File: config.mk
export PLATFORM = sky130hd
export DESIGN_NAME = poly_voice_allocator_unit
export DESIGN_NICKNAME = d
export VERILOG_FILES = /design/src/rtl/pva_pkg.sv /design/src/rtl/pva_ctrl.sv /design/src/rtl/pva_datapath.sv /design/src/rtl/poly_voice_allocator_unit.sv
export SDC_FILE = /design/constraint.sdc
export NUM_CORES = 1
export LEC_CHECK = 0
export BUFFER_PORTS_ARGS = -buffer_cell sky130_fd_sc_hd__buf_2
export CORE_ASPECT_RATIO = 1.1
export CORE_UTILIZATION = 40
export CTS_CLUSTER_SIZE = 24
export DETAILED_ROUTE_END_ITERATION = 10
export PLACE_DENSITY = 0.66
export SLEW_MARGIN = 20
export SYNTH_ARGS = -nofsm -noshare
export SYNTH_HDL_FRONTEND = slang
export SYNTH_HIERARCHICAL = 1
export SYNTH_SLANG_ARGS = --single-unit
File: constraint.sdc
create_clock -name clk -period 7.3 [get_ports clk]
set_clock_uncertainty 0.05 [all_clocks]
set_input_delay 1.46 -clock clk [delete_from_list [all_inputs] [get_ports clk]]
set_output_delay 1.46 -clock clk [all_outputs]
set_load 0.1 [all_outputs]
File: src/rtl/pva_pkg.sv
// shared types and constants for the voice allocator
package pva_pkg;

    localparam int NOTE_W  = 7;
    localparam int VEL_W   = 7;
    localparam int STAMP_W = 64;
    localparam int SLOT_W  = 3;
    localparam int MASK_W  = 8;
    localparam int COUNT_W = 4;
    localparam logic [COUNT_W-1:0] ACTIVE_MAX = 4'd15;

    typedef enum logic [1:0] {
        REQ_NOTE_ON  = 2'd0,
        REQ_NOTE_OFF = 2'd1,
        REQ_ALL_OFF  = 2'd2,
        REQ_TICK     = 2'd3
    } req_t;

    typedef enum logic [2:0] {
        ST_IDLE,
        ST_SEARCH,
        ST_APPLY,
        ST_TALLY,
        ST_FINISH
    } state_t;

    typedef struct packed {
        logic load;
        logic scan_start;
        logic apply;
        logic publish;
    } cmd_t;

    typedef struct packed {
        logic scan_done;
    } status_t;

endpackage

File: src/rtl/pva_ctrl.sv
// sequencer for the voice allocator: accept, search scan, update, tally scan, publish
module pva_ctrl
(
    input  logic              clk,
    input  logic              rst_n,
    input  logic              in_valid,
    output logic              in_ready,
    output logic              out_valid,
    input  logic              out_ready,
    input  pva_pkg::status_t  status,
    output pva_pkg::cmd_t     cmd
);

    pva_pkg::state_t state_reg, state_next;
    logic            out_valid_reg, out_valid_next;

    always_ff @(posedge clk or negedge rst_n)
    begin
        if (!rst_n)
        begin
            state_reg     <= pva_pkg::ST_IDLE;
            out_valid_reg <= 1'b0;
        end
        else
        begin
            state_reg     <= state_next;
            out_valid_reg <= out_valid_next;
        end
    end

    always_comb
    begin
        state_next     = state_reg;
        cmd            = '0;
        in_ready       = 1'b0;
        out_valid_next = out_valid_reg && !out_ready;
        unique case (state_reg)
            pva_pkg::ST_IDLE:
            begin
                in_ready = 1'b1;
                if (in_valid)
                begin
                    cmd.load       = 1'b1;
                    cmd.scan_start = 1'b1;
                    state_next     = pva_pkg::ST_SEARCH;
                end
            end
            pva_pkg::ST_SEARCH:
            begin
                if (status.scan_done)
                    state_next = pva_pkg::ST_APPLY;
            end
            pva_pkg::ST_APPLY:
            begin
                // slot update lands at this edge, tally scan reads the new state
                cmd.apply      = 1'b1;
                cmd.scan_start = 1'b1;
                state_next     = pva_pkg::ST_TALLY;
            end
            pva_pkg::ST_TALLY:
            begin
                if (status.scan_done)
                    state_next = pva_pkg::ST_FINISH;
            end
            pva_pkg::ST_FINISH:
            begin
                if (!out_valid_reg || out_ready)
                begin
                    cmd.publish    = 1'b1;
                    out_valid_next = 1'b1;
                    state_next     = pva_pkg::ST_IDLE;
                end
            end
            default:
            begin
                state_next = pva_pkg::ST_IDLE;
            end
        endcase
    end

    assign out_valid = out_valid_reg;

endmodule

File: src/rtl/pva_datapath.sv
// slot state, note/stamp memory, scan accumulators and result registers
module pva_datapath
#(
    parameter int VOICES = 8
)
(
    input  logic                                clk,
    input  logic                                rst_n,
    input  pva_pkg::cmd_t                       cmd,
    output pva_pkg::status_t                    status,
    input  logic [1:0]                          req_type,
    input  logic [pva_pkg::NOTE_W-1:0]          note,
    input  logic [pva_pkg::VEL_W-1:0]           velocity,
    output logic [pva_pkg::SLOT_W-1:0]          slot,
    output logic                                slot_valid,
    output logic                                stole,
    output logic [pva_pkg::NOTE_W-1:0]          note_out,
    output logic [pva_pkg::VEL_W-1:0]           velocity_out,
    output logic [pva_pkg::MASK_W-1:0]          changed_mask,
    output logic [pva_pkg::COUNT_W-1:0]         active_count,
    output logic [pva_pkg::SLOT_W-1:0]          primary_slot,
    output logic                                primary_valid
);

    localparam int IW     = $clog2(VOICES);
    localparam int CW     = $clog2(VOICES + 1);
    localparam int WORD_W = pva_pkg::NOTE_W + pva_pkg::STAMP_W;
    localparam logic [IW-1:0] LAST_IDX = IW'(VOICES - 1);

    // request
    pva_pkg::req_t                 req_reg;
    logic [pva_pkg::NOTE_W-1:0]    note_reg;
    logic [pva_pkg::VEL_W-1:0]     vel_reg;

    // per-slot flags and stamp counter
    logic [VOICES-1:0]             valid_reg, valid_next;
    logic [VOICES-1:0]             gate_reg, gate_next;
    logic [pva_pkg::STAMP_W-1:0]   stamp_ctr_reg, stamp_ctr_next;

    // note and stamp per slot
    logic [WORD_W-1:0]             mem [VOICES];
    logic [WORD_W-1:0]             rdata_reg;
    logic                          mem_we;
    logic [IW-1:0]                 mem_waddr;
    logic [pva_pkg::NOTE_W-1:0]    rd_note;
    logic [pva_pkg::STAMP_W-1:0]   rd_stamp;

    // scan sequencing
    logic [IW-1:0]                 cnt_reg;
    logic                          run_reg;
    logic                          rd_vld_reg;
    logic [IW-1:0]                 rd_idx_reg;
    logic                          rd_gate;
    logic                          rd_tag;

    // search accumulators
    logic [IW-1:0]                 all_idx_reg;
    logic [pva_pkg::STAMP_W-1:0]   all_stamp_reg;
    logic [pva_pkg::NOTE_W-1:0]    all_note_reg;
    logic                          ung_found_reg;
    logic [IW-1:0]                 ung_idx_reg;
    logic [pva_pkg::STAMP_W-1:0]   ung_stamp_reg;
    logic [pva_pkg::NOTE_W-1:0]    ung_note_reg;
    logic                          off_found_reg;
    logic [IW-1:0]                 off_idx_reg;

    // tally accumulators
    logic                          bg_found_reg;
    logic [IW-1:0]                 bg_idx_reg;
    logic [pva_pkg::STAMP_W-1:0]   bg_stamp_reg;
    logic                          br_found_reg;
    logic [IW-1:0]                 br_idx_reg;
    logic [pva_pkg::STAMP_W-1:0]   br_stamp_reg;
    logic [CW-1:0]                 count_reg;

    // per-request result
    logic [IW-1:0]                 res_slot_reg, res_slot_next;
    logic                          res_slot_valid_reg, res_slot_valid_next;
    logic                          res_stole_reg, res_stole_next;
    logic [pva_pkg::NOTE_W-1:0]    res_note_reg, res_note_next;
    logic [pva_pkg::VEL_W-1:0]     res_vel_reg, res_vel_next;
    logic [VOICES-1:0]             res_mask_reg, res_mask_next;

    // published result
    logic [pva_pkg::SLOT_W-1:0]    pub_slot_reg;
    logic                          pub_slot_valid_reg;
    logic                          pub_stole_reg;
    logic [pva_pkg::NOTE_W-1:0]    pub_note_reg;
    logic [pva_pkg::VEL_W-1:0]     pub_vel_reg;
    logic [pva_pkg::MASK_W-1:0]    pub_mask_reg;
    logic [pva_pkg::COUNT_W-1:0]   pub_count_reg;
    logic [pva_pkg::SLOT_W-1:0]    pub_prim_reg;
    logic                          pub_prim_valid_reg;

    // apply helpers
    logic [VOICES-1:0]             free_vec;
    logic                          free_any;
    logic [IW-1:0]                 free_idx;
    logic [IW-1:0]                 tgt_idx;
    logic [pva_pkg::NOTE_W-1:0]    tgt_old_note;
    logic                          tgt_changed;

    // width adapters toward the 3-bit, 8-bit and 4-bit result fields
    logic [IW+2:0]                 slot_ext;
    logic [IW+2:0]                 prim_ext;
    logic [IW-1:0]                 prim_idx;
    logic [VOICES+7:0]             mask_ext;
    logic [CW+3:0]                 count_ext;

    assign rd_note  = rdata_reg[WORD_W-1 -: pva_pkg::NOTE_W];
    assign rd_stamp = rdata_reg[pva_pkg::STAMP_W-1:0];
    assign rd_gate  = gate_reg[rd_idx_reg];
    assign rd_tag   = valid_reg[rd_idx_reg];

    assign status.scan_done = rd_vld_reg && (rd_idx_reg == LAST_IDX);

    // memory: one write, one registered read
    always_ff @(posedge clk)
    begin
        if (mem_we)
            mem[mem_waddr] <= {note_reg, stamp_ctr_reg};
        if (run_reg)
            rdata_reg <= mem[cnt_reg];
    end

    // lowest free slot
    always_comb
    begin
        free_vec = ~(valid_reg | gate_reg);
        free_any = |free_vec;
        free_idx = '0;
        for (int i = VOICES - 1; i >= 0; i--)
        begin
            if (free_vec[i])
                free_idx = IW'(i);
        end
    end

    // slot update for the current request
    always_comb
    begin
        valid_next          = valid_reg;
        gate_next           = gate_reg;
        stamp_ctr_next      = stamp_ctr_reg;
        mem_we              = 1'b0;
        mem_waddr           = '0;
        tgt_idx             = '0;
        tgt_old_note        = '0;
        tgt_changed         = 1'b0;
        res_slot_next       = '0;
        res_slot_valid_next = 1'b0;
        res_stole_next      = 1'b0;
        res_note_next       = '0;
        res_vel_next        = '0;
        res_mask_next       = '0;
        if (cmd.apply)
        begin
            unique case (req_reg)
                pva_pkg::REQ_NOTE_ON:
                begin
                    if (free_any)
                    begin
                        tgt_idx     = free_idx;
                        tgt_changed = 1'b1;
                    end
                    else
                    begin
                        // oldest released slot first, else the oldest of all
                        tgt_idx      = ung_found_reg ? ung_idx_reg : all_idx_reg;
                        tgt_old_note = ung_found_reg ? ung_note_reg : all_note_reg;
                        tgt_changed  = !gate_reg[tgt_idx] || !valid_reg[tgt_idx] ||
                                       (tgt_old_note != note_reg);
                        res_stole_next = 1'b1;
                    end
                    gate_next[tgt_idx]     = 1'b1;
                    valid_next[tgt_idx]    = 1'b1;
                    mem_we                 = 1'b1;
                    mem_waddr              = tgt_idx;
                    stamp_ctr_next         = stamp_ctr_reg + 64'd1;
                    res_slot_next          = tgt_idx;
                    res_slot_valid_next    = 1'b1;
                    res_note_next          = note_reg;
                    res_vel_next           = vel_reg;
                    res_mask_next[tgt_idx] = tgt_changed;
                end
                pva_pkg::REQ_NOTE_OFF:
                begin
                    if (off_found_reg)
                    begin
                        gate_next[off_idx_reg]     = 1'b0;
                        res_slot_next              = off_idx_reg;
                        res_slot_valid_next        = 1'b1;
                        res_note_next              = note_reg;
                        res_mask_next[off_idx_reg] = 1'b1;
                    end
                end
                pva_pkg::REQ_ALL_OFF:
                begin
                    gate_next     = '0;
                    res_mask_next = gate_reg;
                end
                pva_pkg::REQ_TICK:
                begin
                    valid_next    = valid_reg & gate_reg;
                    res_mask_next = valid_reg & ~gate_reg;
                end
                default:
                begin
                    res_mask_next = '0;
                end
            endcase
        end
    end

    // control state
    always_ff @(posedge clk or negedge rst_n)
    begin
        if (!rst_n)
        begin
            valid_reg     <= '0;
            gate_reg      <= '0;
            stamp_ctr_reg <= '0;
            cnt_reg       <= '0;
            run_reg       <= 1'b0;
            rd_vld_reg    <= 1'b0;
            rd_idx_reg    <= '0;
            ung_found_reg <= 1'b0;
            off_found_reg <= 1'b0;
            bg_found_reg  <= 1'b0;
            br_found_reg  <= 1'b0;
            count_reg     <= '0;
        end
        else
        begin
            valid_reg     <= valid_next;
            gate_reg      <= gate_next;
            stamp_ctr_reg <= stamp_ctr_next;
            rd_vld_reg    <= run_reg;
            rd_idx_reg    <= cnt_reg;
            if (cmd.scan_start)
            begin
                cnt_reg       <= '0;
                run_reg       <= 1'b1;
                ung_found_reg <= 1'b0;
                off_found_reg <= 1'b0;
                bg_found_reg  <= 1'b0;
                br_found_reg  <= 1'b0;
                count_reg     <= '0;
            end
            else
            begin
                if (run_reg)
                begin
                    cnt_reg <= cnt_reg + IW'(1);
                    if (cnt_reg == LAST_IDX)
                        run_reg <= 1'b0;
                end
                if (rd_vld_reg)
                begin
                    if (!rd_gate && (!ung_found_reg || rd_stamp < ung_stamp_reg))
                        ung_found_reg <= 1'b1;
                    if (!off_found_reg && rd_tag && rd_gate && (rd_note == note_reg))
                        off_found_reg <= 1'b1;
                    if (rd_gate)
                    begin
                        count_reg <= count_reg + CW'(1);
                        bg_found_reg <= 1'b1;
                    end
                    else if (rd_tag)
                        br_found_reg <= 1'b1;
                end
            end
        end
    end

    // scan payload: indices, stamps and notes of the running best candidates
    always_ff @(posedge clk)
    begin
        if (rd_vld_reg && !cmd.scan_start)
        begin
            if ((rd_idx_reg == '0) || (rd_stamp < all_stamp_reg))
            begin
                all_idx_reg   <= rd_idx_reg;
                all_stamp_reg <= rd_stamp;
                all_note_reg  <= rd_note;
            end
            if (!rd_gate && (!ung_found_reg || rd_stamp < ung_stamp_reg))
            begin
                ung_idx_reg   <= rd_idx_reg;
                ung_stamp_reg <= rd_stamp;
                ung_note_reg  <= rd_note;
            end
            if (!off_found_reg && rd_tag && rd_gate && (rd_note == note_reg))
                off_idx_reg <= rd_idx_reg;
            if (rd_gate)
            begin
                if (!bg_found_reg || rd_stamp > bg_stamp_reg)
                begin
                    bg_idx_reg   <= rd_idx_reg;
                    bg_stamp_reg <= rd_stamp;
                end
            end
            else if (rd_tag)
            begin
                if (!br_found_reg || rd_stamp > br_stamp_reg)
                begin
                    br_idx_reg   <= rd_idx_reg;
                    br_stamp_reg <= rd_stamp;
                end
            end
        end
    end

    // request capture and per-request result
    always_ff @(posedge clk)
    begin
        if (cmd.load)
        begin
            req_reg  <= pva_pkg::req_t'(req_type);
            note_reg <= note;
            vel_reg  <= velocity;
        end
        if (cmd.apply)
        begin
            res_slot_reg       <= res_slot_next;
            res_slot_valid_reg <= res_slot_valid_next;
            res_stole_reg      <= res_stole_next;
            res_note_reg       <= res_note_next;
            res_vel_reg        <= res_vel_next;
            res_mask_reg       <= res_mask_next;
        end
    end

    assign prim_idx  = bg_found_reg ? bg_idx_reg : (br_found_reg ? br_idx_reg : '0);
    assign slot_ext  = {3'b000, res_slot_reg};
    assign prim_ext  = {3'b000, prim_idx};
    assign mask_ext  = {8'h00, res_mask_reg};
    assign count_ext = {4'b0000, count_reg};

    // output register
    always_ff @(posedge clk)
    begin
        if (cmd.publish)
        begin
            pub_slot_reg       <= slot_ext[pva_pkg::SLOT_W-1:0];
            pub_slot_valid_reg <= res_slot_valid_reg;
            pub_stole_reg      <= res_stole_reg;
            pub_note_reg       <= res_note_reg;
            pub_vel_reg        <= res_vel_reg;
            pub_mask_reg       <= mask_ext[pva_pkg::MASK_W-1:0];
            pub_count_reg      <= (count_ext > (CW+4)'(pva_pkg::ACTIVE_MAX)) ?
                                  pva_pkg::ACTIVE_MAX : count_ext[pva_pkg::COUNT_W-1:0];
            pub_prim_reg       <= prim_ext[pva_pkg::SLOT_W-1:0];
            pub_prim_valid_reg <= bg_found_reg || br_found_reg;
        end
    end

    assign slot          = pub_slot_reg;
    assign slot_valid    = pub_slot_valid_reg;
    assign stole         = pub_stole_reg;
    assign note_out      = pub_note_reg;
    assign velocity_out  = pub_vel_reg;
    assign changed_mask  = pub_mask_reg;
    assign active_count  = pub_count_reg;
    assign primary_slot  = pub_prim_reg;
    assign primary_valid = pub_prim_valid_reg;

endmodule

File: src/rtl/poly_voice_allocator_unit.sv
// top level of the polyphonic voice allocator with oldest-note stealing
//
//  channel  handshake            payload
//  -------  -------------------  ---------------------------------------------------
//  in       in_valid / in_ready  req_type, note, velocity
//  out      out_valid/out_ready  slot, slot_valid, stole, note_out, velocity_out,
//                                changed_mask, active_count, primary_slot, primary_valid
//
//  a transaction runs from accept through a search pass over all VOICES slots, an update,
//  a tally pass over all slots and a publish step; both passes go through the memory's
//  registered read port, and the next request is accepted only after publish.
//  reset is asynchronous, active low; slots empty, stamp counter at zero.
//  a result held on a stalled out channel does not block the next request; the block
//  waits only when a second result is ready before the first one is taken.
module poly_voice_allocator_unit
#(
    parameter int VOICES = 8
)
(
    input  logic                          clk,
    input  logic                          rst_n,
    input  logic                          in_valid,
    output logic                          in_ready,
    input  logic [1:0]                    req_type,
    input  logic [pva_pkg::NOTE_W-1:0]    note,
    input  logic [pva_pkg::VEL_W-1:0]     velocity,
    output logic                          out_valid,
    input  logic                          out_ready,
    output logic [pva_pkg::SLOT_W-1:0]    slot,
    output logic                          slot_valid,
    output logic                          stole,
    output logic [pva_pkg::NOTE_W-1:0]    note_out,
    output logic [pva_pkg::VEL_W-1:0]     velocity_out,
    output logic [pva_pkg::MASK_W-1:0]    changed_mask,
    output logic [pva_pkg::COUNT_W-1:0]   active_count,
    output logic [pva_pkg::SLOT_W-1:0]    primary_slot,
    output logic                          primary_valid
);

    pva_pkg::cmd_t    cmd;
    pva_pkg::status_t status;

    pva_ctrl u_ctrl
    (
        .clk       (clk),
        .rst_n     (rst_n),
        .in_valid  (in_valid),
        .in_ready  (in_ready),
        .out_valid (out_valid),
        .out_ready (out_ready),
        .status    (status),
        .cmd       (cmd)
    );

    pva_datapath
    #(
        .VOICES (VOICES)
    )
    u_datapath
    (
        .clk           (clk),
        .rst_n         (rst_n),
        .cmd           (cmd),
        .status        (status),
        .req_type      (req_type),
        .note          (note),
        .velocity      (velocity),
        .slot          (slot),
        .slot_valid    (slot_valid),
        .stole         (stole),
        .note_out      (note_out),
        .velocity_out  (velocity_out),
        .changed_mask  (changed_mask),
        .active_count  (active_count),
        .primary_slot  (primary_slot),
        .primary_valid (primary_valid)
    );

endmodule
==> results.md <==
* Outcome: finished, final reports clean
* Req. time, crit path at 7.59 ns
* EDFF count, synth at 1002
* # DRC at 0
* TritonCTS Buffers at 102
* Vias per cell at 5.22
* Global-route wire length before repair at 140000 µm
* Root buffer cell: clkbuf_16
* Synthesized net count at 3043
* Critical Path Source: u_datapath/rdata_reg[27]
* WS Path Type: reg -> reg
* Largest net degree at the start of global routing at 111
* RSZ-0062 raised after global routing: no
* Reg2reg start: u_datapath/rdata_reg[27]
* Fin nets at 3174
* Filler-free cell count of the finished design at 4499
* Area growth syn-to-layout at 12.7%
* GRT overflow at 0
* CTS tree: yes
* Yosys Warn Count at 6
* Pwr Total at 20.0 mW
* Critical Path AT at 4.30 ns
* Slew margin rel. at 0.293
* Max rail drop VDD at 0.219 mV
* Port bufs at 56
* Die Y-Extent at 359 µm
* Gate Count Post-Synth at 2761
* Mapped Area at 0.0464 mm²
* Initial antenna violation count at 6
* Finished Cell Area at 0.0523 mm²
* Placed cell count at 4305
* Count of final setup violators at 0
* Hold/Removal Path Class: reg -> reg
* WL final at 90700 µm
* DIE AREA at 0.117 mm²
* Number of placed I/O pins at 57
* Drt wl/cell at 20.2 µm
* Clk pin slew, worst setup/hold paths at 0.07 ns
* Sequential fraction of the synthesis area at 0.702
* Placer Congestion at 0.825
* Min Tclk post-route at 4.02 ns
* Pins Over Slew Limit at 0
* GRT Resource Usage Total at 0.155
* Worst-Margin Slew at 1.06 ns
* Tcrit/Tclk final at 0.550
* Buffer count from post-CTS setup fixing at 0
* Inserted Diodes at 0
* Final hold vios at 0
* Avg Inst Size Synth at 16.8 µm²
* Area after DPL at 0.0487 mm²
* Setup TNS at 0 ns
* Yosys reg bits at 1102
* Fmax at 249 MHz
* Layout cell share with drive strength beyond 1 at 0.175
* # clock sinks at 1102
* HP Start: u_datapath/res_vel_reg[4]
* Core Rows at 130
* Core ar. at 0.115 mm²
* Most used DFF post-synth: edfxtp_1
* # H-tree levels at 3
* Die X-Extent at 327 µm
* Initial Utilization at 0.405
* Unique masters post-synth at 81
* Number of flip-flops in the largest register at 568
* Routed Antenna Nets at 0
* Vias in the first global route at 23.6k
* CP max FO at 35
* Pwr dens at 383 mW/mm²
* CP Launch Type: flop
* Clock Latency Late Sink at 0.70 ns
* Cts hold-fix bufs at 0
* DRT iter0 DRCs at 1847
* Static leakage at 19.4 nW
* Core Util, Final at 0.456
* # resized after CTS at 0
* Crit end category: flop
* Maxcap violations at 0
* Longest Clk Path Bufs at 3
* Post-DP HPWL at 56200 µm
* DRT Pass-1 Iters at 6
* Post-synth ARST share at 0.0907
* Via count at 23.5k
==> cells in the mapped netlist, drive strengths merged, types with 15 or more instances <==
cell type | instances | share of area
inv | 278 | 0.022
dfrtp | 100 | 0.054
ha | 262 | 0.071
a21oi | 108 | 0.012
o21ai | 61 | 0.0067
nand2 | 115 | 0.0093
nand4 | 56 | 0.0078
xor2 | 35 | 0.0066
buf | 23 | 0.0026
nor2 | 78 | 0.0063
nand2b | 15 | 0.0020
edfxtp | 1002 | 0.65
mux2 | 73 | 0.018
o31ai | 15 | 0.0025
a21o | 25 | 0.0040
mux4 | 146 | 0.071
nor3 | 23 | 0.0030
clkbuf | 42 | 0.0035
nor2b | 21 | 0.0028
xnor2 | 46 | 0.0087
and2 | 15 | 0.0020
nand3 | 48 | 0.0053
==> final cells by class <==
class                      count  area, µm²
clock buffer                 132       2790
sequential                  1102      32600
clock inverter                61        747
inverter                     279       1050
multi-input combinational   1315      12600
tap                         1518       1900
timing repair buffer          92        586
fill                        9633      62400
==> final timing paths <==
kind	endpoint	slack, ns	cells after the start
min in group asynchronous	u_datapath/stamp_ctr_reg[21]	0.83	1
min reg2reg	u_datapath/velocity_out[4]	0.37	0
min	u_datapath/velocity_out[4]	0.37	0
max	u_datapath/ung_note_reg[3]	3.28	8
max in group asynchronous	u_datapath/cnt_reg[1]	5.05	2
max reg2reg	u_datapath/ung_note_reg[3]	3.28	8
==> report_power, final <==
group	leakage [nW]	internal (mW)	switching (mW)
sequential	10.6	8.24	0.958
combinational	7.08	2.39	2.92
clock	1.70	3.19	2.33
==> metrics by stage <==
step | hold slack (ns) | setup WS [ns]
6_report | 0.368 | 3.28
5_1_grt | 0.374 | 3.01
4_1_cts | 0.371 | 2.96
3_5_place_dp | 0.355 | 2.66
3_3_place_gp | 0.351 | 2.78
2_1_floorplan | 0.326 | 0.343
==> worst max-delay path: stages, from the launching register on <==
cell and delay (ns):
edfxtp_1 0.54, ha_1 0.39, a21oi_1 0.16, o21ai_0 0.11, a21o_1 0.19, a2111oi_0 0.55
a2bb2oi_1 0.48, o31a_2 0.63, buf_4 0.52
==> layout by cell type (no fill, tap or decap), types with 20 or more instances in the layout <==
cell type / n
xnor2_1: 46
inv_1: 278
buf_4: 35
dfrtp_1: 96
nand3_1: 47
clkbuf_16: 104
nor3_1: 21
nor2b_1: 20
mux4_2: 146
xor2_1: 35
a21oi_1: 107
buf_2: 55
nand4_1: 54
a21o_1: 25
clkbuf_1: 20
nor2_1: 70
o21ai_0: 58
edfxtp_1: 1002
ha_1: 262
nand2_1: 115
mux2_2: 73
==> layer usage <==
layer,wire (µm),vias to the layer above,GRT usage
met5,0,-,0
met4,1900,0,0.0432
met3,3980,124,0.0213
met2,44000,505,0.256
met1,40800,12000,0.216
li1,-,10900,-
==> kinds of logic (layout without fill, tap and decap cells) <==
logic type,count (synthesis),count (layout),synth area share
AO/OA/AOI/OAI,308,308,0.0431
XOR/XNOR,81,81,0.0153
adder cells (fa/ha/maj),262,262,0.0706
buffers and inverters,344,564,0.0286
flip-flops,1102,1102,0.702
multiplexers,232,232,0.0917
AND/OR/NAND/NOR,432,432,0.0483
Note: power is estimated with default switching activity, not from simulation.
